===== config.mk =====
export PLATFORM = sky130hd
export DESIGN_NAME = http_chunked_body_decoder
export DESIGN_NICKNAME = d
export VERILOG_FILES = /design/src/rtl/hcbd_pkg.sv /design/src/rtl/http_chunked_body_decoder.sv /design/src/rtl/hcbd_cfg.sv
export SDC_FILE = /design/constraint.sdc
export NUM_CORES = 1
export LEC_CHECK = 0
export ABC_AREA = 1
export BUFFER_PORTS_ARGS = -buffer_cell sky130_fd_sc_hd__buf_2
export CORE_MARGIN = 2
export CORE_UTILIZATION = 54
export CTS_CLUSTER_DIAMETER = 40
export DETAILED_ROUTE_END_ITERATION = 8
export PLACE_DENSITY = 0.83
export SETUP_SLACK_MARGIN = 0.3
export SYNTH_ARGS = -nofsm -noshare
export SYNTH_HDL_FRONTEND = slang
export SYNTH_SLANG_ARGS = --single-unit

===== constraint.sdc =====
create_clock -name clk_i -period 4.8 [get_ports clk_i]
set_input_delay 0.72 -clock clk_i [delete_from_list [all_inputs] [get_ports clk_i]]
set_output_delay 0.72 -clock clk_i [all_outputs]
set_load 0.1 [all_outputs]

===== src/rtl/hcbd_pkg.sv =====
`default_nettype none

package hcbd_pkg;

  // Decoder phase within one chunked body
  typedef enum logic [2:0] {
    PH_SIZE    = 3'd0,
    PH_SIZE_LF = 3'd1,
    PH_DATA    = 3'd2,
    PH_DATA_CR = 3'd3,
    PH_DATA_LF = 3'd4,
    PH_IDLE    = 3'd5
  } phase_e;

  // Result kinds carried on the master-side tuser
  typedef enum logic [1:0] {
    KIND_PAYLOAD = 2'd0,
    KIND_DONE    = 2'd1,
    KIND_ERROR   = 2'd2
  } kind_e;

  typedef enum logic [2:0] {
    ERR_EMPTY_LINE = 3'd0,
    ERR_LINE_LONG  = 3'd1,
    ERR_BAD_HEX    = 3'd2,
    ERR_OVER_LIMIT = 3'd3,
    ERR_NO_CRLF    = 3'd4,
    ERR_EARLY_END  = 3'd5
  } err_e;

  // Register indexes (word index taken from paddr[2])
  localparam logic REG_MAX_BODY = 1'b0;

  localparam int unsigned CFG_LEN_W     = 24;
  localparam int unsigned BYTE_W        = 8;
  localparam int unsigned OUT_TDATA_W   = 40;
  localparam logic [CFG_LEN_W-1:0] MAX_BODY_RESET = 24'd8388608;

  localparam logic [7:0] CHAR_CR = 8'h0D;
  localparam logic [7:0] CHAR_LF = 8'h0A;

  typedef struct packed {
    kind_e                kind;
    logic [BYTE_W-1:0]    data;
    logic [CFG_LEN_W-1:0] len;
    err_e                 code;
  } result_t;

  // Hex digit decode: {valid, nibble}
  function automatic logic [4:0] hex_nibble(input logic [7:0] b);
    logic [4:0] r;
    r = 5'd0;
    if (b >= 8'h30 && b <= 8'h39) begin
      r = {1'b1, 4'(b - 8'h30)};
    end else if (b >= 8'h61 && b <= 8'h66) begin
      r = {1'b1, 4'(b - 8'h57)};
    end else if (b >= 8'h41 && b <= 8'h46) begin
      r = {1'b1, 4'(b - 8'h37)};
    end
    return r;
  endfunction

endpackage

`default_nettype wire


===== src/rtl/http_chunked_body_decoder.sv =====
`default_nettype none

// Chunked-framing body decoder. Raw body bytes arrive on the slave stream one per
// transfer (tlast marks a connection close, tdata is then ignored); the decoder strips
// the hex size lines and CRLFs and gives one result per payload byte, one at body
// completion (with the total length) and one on any framing error, on the master
// stream. A byte is taken every clock cycle unless the master stream stalls: each
// transfer lands in an input register, a single pass of logic updates the parse state
// and fills the result register, and the result register lets the next byte enter
// while a finished result waits. Payload leaves before the chunk's trailing CRLF is
// checked, so a later error flags the whole body. After completion or an error the
// decoder idles; a close is then dropped and the next byte starts a fresh body.
// The limit register sits at byte address 0 of the APB port.
module http_chunked_body_decoder #(
  parameter int unsigned SIZE_LINE_LIMIT = 32,  // 2..64 bytes on a size line
  parameter int unsigned LENGTH_BITS     = 24   // 8..32 bits of length counting
) (
  input  wire logic        clk_i,
  input  wire logic        rst_ni,
  // slave stream
  input  wire logic        s_axis_tvalid,
  output logic             s_axis_tready,
  input  wire logic [7:0]  s_axis_tdata,   // [7:0] in_byte
  input  wire logic        s_axis_tlast,   // stream_end
  // master stream
  output logic             m_axis_tvalid,
  input  wire logic        m_axis_tready,
  output logic [hcbd_pkg::OUT_TDATA_W-1:0] m_axis_tdata,
                                           // [7:0] out_byte, [31:8] body_length,
                                           // [34:32] error_code, [39:35] zero
  output logic [1:0]       m_axis_tuser,   // [1:0] result_kind
  // APB configuration
  input  wire logic        psel,
  input  wire logic        penable,
  input  wire logic        pwrite,
  input  wire logic [2:0]  paddr,
  input  wire logic [31:0] pwdata,
  output logic [31:0]      prdata,
  output logic             pready
);

  localparam int unsigned CNT_W = $clog2(SIZE_LINE_LIMIT);
  localparam int unsigned LB    = LENGTH_BITS;
  localparam int unsigned CW    = (LENGTH_BITS > hcbd_pkg::CFG_LEN_W) ?
                                  LENGTH_BITS : hcbd_pkg::CFG_LEN_W;
  localparam logic [LB-1:0]    LEN_MASK = {LB{1'b1}};
  localparam logic [CNT_W-1:0] CNT_FULL = CNT_W'(SIZE_LINE_LIMIT - 1);

  // Configuration register
  logic [hcbd_pkg::CFG_LEN_W-1:0] max_body;

  hcbd_cfg u_cfg (
    .clk_i      (clk_i),
    .rst_ni     (rst_ni),
    .psel       (psel),
    .penable    (penable),
    .pwrite     (pwrite),
    .paddr      (paddr),
    .pwdata     (pwdata),
    .prdata     (prdata),
    .pready     (pready),
    .max_body_o (max_body)
  );

  // Input register
  logic       in_vld_q, in_vld_d;
  logic [7:0] in_byte_q;
  logic       in_end_q;
  logic       out_vld_q, out_vld_d;
  hcbd_pkg::result_t res_q, res_d;
  logic       out_free;
  logic       fire;     // input register advances through the parse step
  logic       in_take;

  assign out_free      = ~out_vld_q | m_axis_tready;
  assign fire          = in_vld_q & out_free;
  assign s_axis_tready = ~in_vld_q | out_free;
  assign in_take       = s_axis_tvalid & s_axis_tready;
  assign in_vld_d      = in_take | (in_vld_q & ~fire);

  always_ff @(posedge clk_i or negedge rst_ni) begin
    if (!rst_ni) begin
      in_vld_q <= 1'b0;
    end else begin
      in_vld_q <= in_vld_d;
    end
  end

  always_ff @(posedge clk_i) begin
    if (in_take) begin
      in_byte_q <= s_axis_tdata;
      in_end_q  <= s_axis_tlast;
    end
  end

  // Parse state
  hcbd_pkg::phase_e phase_q, phase_d;
  logic [CNT_W-1:0] cnt_q, cnt_d;
  logic [LB-1:0]    acc_q, acc_d;
  logic             ovf_q, ovf_d;
  logic [LB-1:0]    rem_q, rem_d;
  logic [LB-1:0]    body_q, body_d;
  logic             final_q, final_d;

  // An idle decoder restarts a new body on any byte other than a close: view state as cleared
  logic             restart;
  hcbd_pkg::phase_e eff_phase;
  logic [CNT_W-1:0] eff_cnt;
  logic [LB-1:0]    eff_acc;
  logic             eff_ovf;
  logic [LB-1:0]    eff_rem;
  logic [LB-1:0]    eff_body;
  logic             eff_final;

  assign restart   = (phase_q == hcbd_pkg::PH_IDLE) & ~in_end_q;
  assign eff_phase = restart ? hcbd_pkg::PH_SIZE : phase_q;
  assign eff_cnt   = restart ? '0 : cnt_q;
  assign eff_acc   = restart ? '0 : acc_q;
  assign eff_ovf   = restart ? 1'b0 : ovf_q;
  assign eff_rem   = restart ? '0 : rem_q;
  assign eff_body  = restart ? '0 : body_q;
  assign eff_final = restart ? 1'b0 : final_q;

  // Byte classification and size arithmetic
  logic          is_cr, is_lf, hex_ok, cnt_full;
  logic [4:0]    hex;
  logic [LB+3:0] acc_shift;
  logic          acc_wrap;
  logic [CW-1:0] max_ext, limit_w;
  logic [LB-1:0] limit;
  logic          over_limit;
  logic [CW-1:0] body_ext;

  assign is_cr     = (in_byte_q == hcbd_pkg::CHAR_CR);
  assign is_lf     = (in_byte_q == hcbd_pkg::CHAR_LF);
  assign hex       = hcbd_pkg::hex_nibble(in_byte_q);
  assign hex_ok    = hex[4];
  assign cnt_full  = (eff_cnt >= CNT_FULL);
  assign acc_shift = {eff_acc, hex[3:0]};
  assign acc_wrap  = |acc_shift[LB+3:LB];

  // Effective limit: smaller of the register and the counter range
  assign max_ext    = CW'(max_body);
  assign limit_w    = (max_ext < CW'(LEN_MASK)) ? max_ext : CW'(LEN_MASK);
  assign limit      = limit_w[LB-1:0];
  assign over_limit = eff_ovf | (eff_body > limit) | (eff_acc > (limit - eff_body));
  assign body_ext   = CW'(eff_body);

  // Result of this step
  logic res_has;

  always_comb begin
    res_has   = 1'b0;
    res_d     = res_q;
    res_d.kind = hcbd_pkg::KIND_ERROR;
    res_d.data = '0;
    res_d.len  = '0;
    res_d.code = hcbd_pkg::ERR_EMPTY_LINE;
    if (in_end_q) begin
      res_has    = (phase_q != hcbd_pkg::PH_IDLE);
      res_d.code = hcbd_pkg::ERR_EARLY_END;
    end else begin
      case (eff_phase)
        hcbd_pkg::PH_SIZE: begin
          if (!is_cr) begin
            if (cnt_full) begin
              res_has    = 1'b1;
              res_d.code = hcbd_pkg::ERR_LINE_LONG;
            end else if (!hex_ok) begin
              res_has    = 1'b1;
              res_d.code = hcbd_pkg::ERR_BAD_HEX;
            end
          end
        end
        hcbd_pkg::PH_SIZE_LF: begin
          if (!is_lf) begin
            res_has    = 1'b1;
            res_d.code = hcbd_pkg::ERR_BAD_HEX;
          end else if (eff_cnt == '0) begin
            res_has    = 1'b1;
            res_d.code = hcbd_pkg::ERR_EMPTY_LINE;
          end else if (over_limit) begin
            res_has    = 1'b1;
            res_d.code = hcbd_pkg::ERR_OVER_LIMIT;
          end
        end
        hcbd_pkg::PH_DATA: begin
          res_has    = 1'b1;
          res_d.kind = hcbd_pkg::KIND_PAYLOAD;
          res_d.data = in_byte_q;
        end
        hcbd_pkg::PH_DATA_CR: begin
          if (!is_cr) begin
            res_has    = 1'b1;
            res_d.code = hcbd_pkg::ERR_NO_CRLF;
          end
        end
        hcbd_pkg::PH_DATA_LF: begin
          if (!is_lf) begin
            res_has    = 1'b1;
            res_d.code = hcbd_pkg::ERR_NO_CRLF;
          end else if (eff_final) begin
            res_has    = 1'b1;
            res_d.kind = hcbd_pkg::KIND_DONE;
            res_d.len  = body_ext[hcbd_pkg::CFG_LEN_W-1:0];
          end
        end
        default: begin
          res_has = 1'b0;
        end
      endcase
    end
  end

  // Next parse state
  always_comb begin
    phase_d = phase_q;
    cnt_d   = cnt_q;
    acc_d   = acc_q;
    ovf_d   = ovf_q;
    rem_d   = rem_q;
    body_d  = body_q;
    final_d = final_q;
    if (fire) begin
      if (in_end_q) begin
        phase_d = hcbd_pkg::PH_IDLE;
      end else if (res_has && (res_d.kind != hcbd_pkg::KIND_PAYLOAD)) begin
        // error or completion: stop until the next body
        phase_d = hcbd_pkg::PH_IDLE;
      end else begin
        phase_d = eff_phase;
        cnt_d   = eff_cnt;
        acc_d   = eff_acc;
        ovf_d   = eff_ovf;
        rem_d   = eff_rem;
        body_d  = eff_body;
        final_d = eff_final;
        case (eff_phase)
          hcbd_pkg::PH_SIZE: begin
            if (is_cr) begin
              phase_d = hcbd_pkg::PH_SIZE_LF;
            end else begin
              cnt_d = eff_cnt + CNT_W'(1);
              if (acc_wrap) begin
                ovf_d = 1'b1;
                acc_d = LEN_MASK;
              end else begin
                acc_d = acc_shift[LB-1:0];
              end
            end
          end
          hcbd_pkg::PH_SIZE_LF: begin
            rem_d = eff_acc;
            if (eff_acc == '0) begin
              final_d = 1'b1;
              phase_d = hcbd_pkg::PH_DATA_CR;
            end else begin
              phase_d = hcbd_pkg::PH_DATA;
            end
          end
          hcbd_pkg::PH_DATA: begin
            body_d = eff_body + LB'(1);
            rem_d  = eff_rem - LB'(1);
            if (eff_rem == LB'(1)) begin
              phase_d = hcbd_pkg::PH_DATA_CR;
            end
          end
          hcbd_pkg::PH_DATA_CR: begin
            phase_d = hcbd_pkg::PH_DATA_LF;
          end
          hcbd_pkg::PH_DATA_LF: begin
            // next size line
            phase_d = hcbd_pkg::PH_SIZE;
            cnt_d   = '0;
            acc_d   = '0;
            ovf_d   = 1'b0;
          end
          default: begin
            phase_d = hcbd_pkg::PH_IDLE;
          end
        endcase
      end
    end
  end

  always_ff @(posedge clk_i or negedge rst_ni) begin
    if (!rst_ni) begin
      phase_q <= hcbd_pkg::PH_SIZE;
      cnt_q   <= '0;
      acc_q   <= '0;
      ovf_q   <= 1'b0;
      rem_q   <= '0;
      body_q  <= '0;
      final_q <= 1'b0;
    end else begin
      phase_q <= phase_d;
      cnt_q   <= cnt_d;
      acc_q   <= acc_d;
      ovf_q   <= ovf_d;
      rem_q   <= rem_d;
      body_q  <= body_d;
      final_q <= final_d;
    end
  end

  // Result register: load on a step, hold while the sink stalls
  assign out_vld_d = fire ? res_has : (out_vld_q & ~m_axis_tready);

  always_ff @(posedge clk_i or negedge rst_ni) begin
    if (!rst_ni) begin
      out_vld_q <= 1'b0;
    end else begin
      out_vld_q <= out_vld_d;
    end
  end

  always_ff @(posedge clk_i) begin
    if (fire && res_has) begin
      res_q <= res_d;
    end
  end

  assign m_axis_tvalid = out_vld_q;
  assign m_axis_tuser  = res_q.kind;
  assign m_axis_tdata  = {5'd0, res_q.code, res_q.len, res_q.data};

endmodule

`default_nettype wire


===== src/rtl/hcbd_cfg.sv =====
`default_nettype none

// APB register file: holds the body length limit.
module hcbd_cfg (
  input  wire logic        clk_i,
  input  wire logic        rst_ni,
  input  wire logic        psel,
  input  wire logic        penable,
  input  wire logic        pwrite,
  input  wire logic [2:0]  paddr,
  input  wire logic [31:0] pwdata,
  output logic [31:0]      prdata,
  output logic             pready,
  output logic [hcbd_pkg::CFG_LEN_W-1:0] max_body_o
);

  logic [hcbd_pkg::CFG_LEN_W-1:0] max_body_q, max_body_d;
  logic                           wr_en;

  assign pready = 1'b1;
  assign wr_en  = psel & penable & pwrite & pready & (paddr[2] == hcbd_pkg::REG_MAX_BODY);

  always_comb begin
    max_body_d = max_body_q;
    if (wr_en) begin
      max_body_d = pwdata[hcbd_pkg::CFG_LEN_W-1:0];
    end
  end

  always_ff @(posedge clk_i or negedge rst_ni) begin
    if (!rst_ni) begin
      max_body_q <= hcbd_pkg::MAX_BODY_RESET;
    end else begin
      max_body_q <= max_body_d;
    end
  end

  always_comb begin
    prdata = 32'd0;
    if (paddr[2] == hcbd_pkg::REG_MAX_BODY) begin
      prdata = 32'(max_body_q);
    end
  end

  assign max_body_o = max_body_q;

endmodule

`default_nettype wire


======== After elaboration in Yosys (flattened, before gate mapping) ========
Index checks and enable logic that the tools add are counted.
W data, S select, Z words.
cells by class
  add/sub/neg operators ................... 7
  multipliers ............................. 0
  divide/modulo/power cells ............... 0
  order comparisons ....................... 10
  eq/ne operators ......................... 9
  shifts and indexed selects .............. 0
  multiplexer cells ....................... 59
  bitwise gates (word level) .............. 24
  reduce and logical (&&, ||, !) cells .... 13
operators with widths
  cell                     number
  $mux W24                 11
  $pmux W24 S2             2
  $gt A24 B24 Y1           2
  $mux W34                 1
  $mux W5                  5
  $add A24 B1 Y24 const B  1
  $eq A24 B1 Y1 const B    1
  $logic_not A24 Y1        1
  $lt A24 B24 Y1 const B   1
  $sub A24 B1 Y24 const B  1
  $sub A24 B24 Y24         1
  $mux W3                  7
  $mux W1                  18
  $eq A8 B4 Y1 const B     2
  $ge A8 B7 Y1 const B     2
  $le A8 B7 Y1 const B     2
  $mux W2                  8
  $pmux W3 S5              1
  $pmux W3 S4              1
  $not A1 Y1               11
  $pmux W5 S2              1
  $and A1 B1 Y1            8
  $ge A8 B6 Y1 const B     1
  $le A8 B6 Y1 const B     1
  other kinds (20)         32
storage, ports and cells
  register bits ........................... 154
  bits in latches ......................... 0
  bits in writable memories ............... 0
  memory bits (read-only) ................. 0
  input port bits ......................... 51
  memories kept ........................... 0

======== Longest topological paths before layout ========
  depth in word-level cells ............... 14
  depth in mapped cells ................... 39
  gate-level depth less buffers ........... 34

======== Cells and area by module ========
A second synthesis with hierarchy kept.
second synthesis, totals
  cell total of the unflattened synthesis .. 1552
  area, all modules ....................... 11149.4 sq um
by module, submodules not included
  module                     times used  cells each  area an instance (sq um)
  http_chunked_body_decoder  1           1383        9880.7
  hcbd_cfg                   1           169         1268.7

======== Worst setup path before layout ========
Ideal clock, no wire load.
  path type ............................... reg-to-reg
  start point ............................. register phase_q[1]
  end point ............................... register res_q, in the netlist m_axis_tdata[0], enable pin
  library setup time ...................... 0.392 ns
  arrival ................................. 4.621 ns
  required time ........................... 4.408 ns
  slack ................................... -0.213 ns
  stages on the path, launching flop included .. 34
  clock period less this slack ............ 5.013 ns
  cells stage by stage .................... dfrtp_1 -> inv_2 -> nand3_2 -> nor2_4 -> buf_6 -> buf_6 -> buf_2 -> nor2_1 -> inv_1 -> fa_1 -> nand2_1 -> nand3_1 -> nand3_1 -> nand2_1 -> a31o_2 -> nand2_1 -> nand3_1 -> a21oi_1 -> xor2_1 -> ha_1 -> nand2_1 -> nor2_1 -> nand2_1 -> nor2_1 -> nand2_1 -> nand3_1 -> nand2_1 -> nand3_1 -> nand2_1 -> nand2_1 -> nand2_1 -> nand2_2 -> nand2_1 -> inv_1
on the way
  word-level cells in the longest chain between the ends .. 12
  elaborated cells between the ends (all ways) .. 31
  classes of those cells .................. add/sub (1); order compare (3); eq/ne (6); mux (15); bitwise (3); reduce/logical (3)
RTL lines
  element                                                    RTL line                          text
  start, declared                                            http_chunked_body_decoder.sv:97   hcbd_pkg::phase_e phase_q, phase_d;
  start signal, assigned                                     http_chunked_body_decoder.sv:288  phase_q <= hcbd_pkg::PH_SIZE;
  start signal, assigned                                     http_chunked_body_decoder.sv:296  phase_q <= phase_d;
  $eq A3 B3 Y1 *                                             http_chunked_body_decoder.sv:115  assign restart = (phase_q == hcbd_pkg::PH_IDLE) & ~in_end_q;
  $and A1 B1 Y1 *                                            http_chunked_body_decoder.sv:115
  $mux W24 *                                                 http_chunked_body_decoder.sv:121  assign eff_body = restart ? '0 : body_q;
  net body_ext[1]                                            http_chunked_body_decoder.sv:132  logic [CW-1:0] body_ext;
  $sub A24 B24 Y24 / $gt A24 B24 Y1 (equally long branches)  http_chunked_body_decoder.sv:146  assign over_limit = eff_ovf | (eff_body > limit) | (eff_acc > (limit - eff_body));
  $gt A24 B24 Y1 / $or A1 B1 Y1 (equally long branches)      http_chunked_body_decoder.sv:146
  $or A1 B1 Y1 *                                             http_chunked_body_decoder.sv:146
  $mux W1 *                                                  http_chunked_body_decoder.sv:182  end else if (over_limit) begin
  $mux W1 *                                                  http_chunked_body_decoder.sv:179  end else if (eff_cnt == '0) begin
  $mux W1 *                                                  http_chunked_body_decoder.sv:176  if (!is_lf) begin
  $pmux W1 S5 *                                              http_chunked_body_decoder.sv:163  case (eff_phase)
  $mux W1 *                                                  http_chunked_body_decoder.sv:159  if (in_end_q) begin
  $logic_and A1 B1 Y1 *                                      http_chunked_body_decoder.sv:318  if (fire && res_has) begin
  end signal, assigned                                       http_chunked_body_decoder.sv:319  res_q <= res_d;
  end, declared                                              http_chunked_body_decoder.sv:70   hcbd_pkg::result_t res_q, res_d;
Mark *: on every way through the listed nets, which the timed path passes. The rest lies on a longest branch.
A chain may end at the register's enable or synchronous reset.

======== Final worst setup path ========
  start point ............................. register in_end_q
  end point ............................... register res_q, in the netlist m_axis_tdata[1], enable pin
on the way
  word-level cells in the longest chain between the ends .. 12
  elaborated cells between the ends (all ways) .. 30
  classes of those cells .................. add/sub (1); order compare (3); eq/ne (4); mux (15); bitwise (4); reduce/logical (3)
RTL lines
  element                                                    RTL line                          text
  start, declared                                            http_chunked_body_decoder.sv:68   logic in_end_q;
  start signal, assigned                                     http_chunked_body_decoder.sv:92   in_end_q <= s_axis_tlast;
  $not A1 Y1 (no line)                                       -
  $and A1 B1 Y1                                              http_chunked_body_decoder.sv:115
  $mux W24                                                   http_chunked_body_decoder.sv:121
  $sub A24 B24 Y24 / $gt A24 B24 Y1 (equally long branches)  http_chunked_body_decoder.sv:146
  $gt A24 B24 Y1 / $or A1 B1 Y1 (equally long branches)      http_chunked_body_decoder.sv:146
  $or A1 B1 Y1                                               http_chunked_body_decoder.sv:146
  $mux W1                                                    http_chunked_body_decoder.sv:182
  $mux W1                                                    http_chunked_body_decoder.sv:179
  $mux W1                                                    http_chunked_body_decoder.sv:176
  $pmux W1 S5                                                http_chunked_body_decoder.sv:163
  $mux W1 *                                                  http_chunked_body_decoder.sv:159
  $logic_and A1 B1 Y1 *                                      http_chunked_body_decoder.sv:318
Every way passes the cells marked *; elsewhere a longest branch is shown, timed or not.

==> flow_summary.ini <==
[hold_path]
worstHoldPathType = input pin to asynchronous set/reset pin

[floorplanning]
start_util_pct = 54.8
io_pins = 128
die_area_um2 = 21600
die_w_um = 147
core-area_um2 = 20100
placementRows = 52
chipHeight_um = 147

[clock_network]
path_clk_slew_ps = 80
hold_buffers = 0
clk_path_buf_depth = 2
h-tree-depth = 4
cts_tree = done
clock_latency_ps = 440
cts_sinks = 154
cts_buffers = 17
root_buffer = clkbuf_16

[global_routing]
grt_use_total_pct = 28.3
antenna_found_initial = 0
grt_overflow = 0
grt_max_degree = 59
grt_pass1_wl_um = 49600
grt_pass1_vias = 10200

[final_layout]
final_cell_mix = nand2_1, nor2_1, inv_1
fillers = 1475
regArea_um2 = 4090
multi_input_area_um2 = 6370
antenna_cells = 0
utilization_pct = 66.6
final_common_cell = nand2_1
nets = 1756
syn2layout_area_growth_pct = 21.6
drive_above_1_share_pct = 21.3

[setup_path]
start_kind = register
ff2ff_setup_slack_ps = 150
arrival_ps = 4800
crit_slowest_cell = edfxtp_1
critPathMaxFanout = 8
r2r_cells = 33
worst_r2r_startpoint = in_end_q$_DFFE_PP_
end_kind = register
path_common_cell = nand2_1
crit_type = register to register
timing.rr.end = m_axis_tdata[1]$_SDFFCE_PP0P_
slowest_delay_ps = 420
cp.required_ps = 4960

[logic_synthesis]
seq_area_frac_synth_pct = 37.1
yosysWarnings = 0
synthTopCellsByArea = dfrtp_1, nand2_1, edfxtp_1
synthFlopType = dfrtp_1
syn-instance-count = 1543
async_flop_share_pct = 70.1
ys_ff_latch = 154
synth_edf_count = 46
synth_top_area_cell = dfrtp_1
synth_area_um2 = 11000
yosysUniqueCellTypes = 50
synth_top_area_share_pct = 24.3
syn_avg_cell_area_um2 = 7.14

[route]
final_antenna_net_count = 0
wirelength_um = 35200
vias = 11600
dr.pass1.iters = 7
drt_iter0_drc = 1571
vias_per_cell = 6.00
wl_per_cell_um = 18.2
route.detailed.drc = 0

[job]
cap_violations = 0

[placement]
gp_congestion = 0.969
portBuffers = 103
dp_hpwl_um = 20700

[sta]
hold_slack_ps = 358
finalCritPeriodShare_pct = 96.8
hold_viol = 0
relSlewSlack_pct = 35.2
rsz0062_at_grt = true
fin_tns_setup_ps = 0
finalSetupViolCount = 0
slew_viol_final = 0
finClkSkew_ps = 13.7
fin_crit_ps = 4650
worstMarginPinSlew_ps = 970
fmax_ghz = 0.215

[power]
leakage_nw = 6.82
power.density_nw_per_um2 = 555
ir_drop_mv = 0.340

[status]
status = complete, no violations
-- how the worst max path moves through the flow --
stage,slack [ps],startpoint,end,depth (start not counted)
after global routing,10,in_end_q$_DFFE_PP_,m_axis_tdata[1]$_SDFFCE_PP0P_,33
after global placement,70,phase_q[1]$_DFFE_PN0P_,body_q[10]$_DFFE_PN0P_,34
final,150,in_end_q$_DFFE_PP_,m_axis_tdata[1]$_SDFFCE_PP0P_,33
after floorplan,300,in_end_q$_DFFE_PP_,m_axis_tdata[0]$_SDFFCE_PP0P_,32
after detailed placement,-40,phase_q[1]$_DFFE_PN0P_,acc_q[23]$_DFFE_PN0P_,34
after CTS,310,phase_q[0]$_DFFE_PN0P_,m_axis_tdata[8]$_SDFFCE_PP0P_,31
-- critical path, delay by kind of cell, from the launching register on --
kind | cells | cell delay, ps
compound gates | 2 | 270
fa+ha+maj | 2 | 540
flops | 1 | 420
xor+xnor | 1 | 120
buf+inv | 6 | 970
simple gates | 22 | 2050
-- final cells by class --
| class | count | area share [%] |
|---|---|---|
| Clock buffer | 17 | 3.18 |
| Clock inverter | 15 | 1.06 |
| Inverter | 194 | 5.50 |
| Multi-Input combinational cell | 1111 | 47.6 |
| Sequential cell | 154 | 30.5 |
| Tap cell | 270 | 2.52 |
| Timing Repair Buffer | 168 | 9.65 |
-- metrics by stage --
| stage | cell area, um2 | setup slack, ps | total power [W] | cells |
|---|---|---|---|---|
| 4_1_cts | 12700 | 308 | 0.00687 | 1901 |
| 3_5_place_dp | 11800 | -40.8 | 0.00535 | 1859 |
| 6_report | 13400 | 155 | 0.00743 | 1929 |
| 5_1_grt | 13400 | 14.8 | 0.00774 | 1929 |
| 3_3_place_gp | 11800 | 73.8 | 0.00526 | 1859 |
| 2_1_floorplan | 11200 | 301 | 0.00469 | 1555 |
-- cell families (layout without fill, tap and decap cells) --
kind of cell,Yosys count,in the layout,synth area share [%]
and+or+nand+nor,804,805,31.2
buffers and inverters,291,394,11.4
AOI/OAI and AO/OA,188,188,9.92
DFF,154,154,37.1
adders and majority gates,59,59,6.77
xor gates and xnor gates,45,45,3.58
other,2,14,0.0682
-- metal layers --
metal / up-vias / share of wire (%) / GRT usage (%)
met5: - / 0 / 0
met4: 0 / 6.4 / 12.4
met3: 244 / 12 / 5.78
met2: 908 / 45 / 46.1
met1: 5254 / 37 / 36.7
li1: 5170 / - / -
-- flip-flops by register name (all words and copies together), names as in the netlist --
signal,count
m_axis_tdata,35
final_q,1
body_q,24
in_vld_q,1
phase_q,3
u_cfg.max_body_o,24
rem_q,24
m_axis_tuser,2
m_axis_tvalid,1
in_end_q,1
in_byte_q,8
acc_q,24
ovf_q,1
cnt_q,5
-- synthesized netlist by cell type (20+ instances only) --
library cell    n
xor2_1         27
o22ai_1        43
ha_1           58
nand3_1       130
o21ai_0        37
a21oi_1        70
buf_4          22
nand2_1       402
nand4_1        20
inv_1         184
dfrtp_1       107
clkbuf_1       49
nor2_1        191
edfxtp_1       46
-- power breakdown --
group	switching, W	internal [W]	total (W)
clock network	0.000650	0.000694	0.00134
logic	0.00301	0.00127	0.00429
registers	0.000188	0.00162	0.00180
total	0.00385	0.00358	0.00743
-- repair_timing --
action / in CTS / in global routing
cloned: 2 / 8
buffers inserted: 8 / 20
endpoints found under the hold margin: 0 / 0
pin swaps: 5 / 16
setup endpoints to repair: 119 / 119
gates resized for setup: 53 / 81
Note: power is estimated with default switching activity, not from simulation.
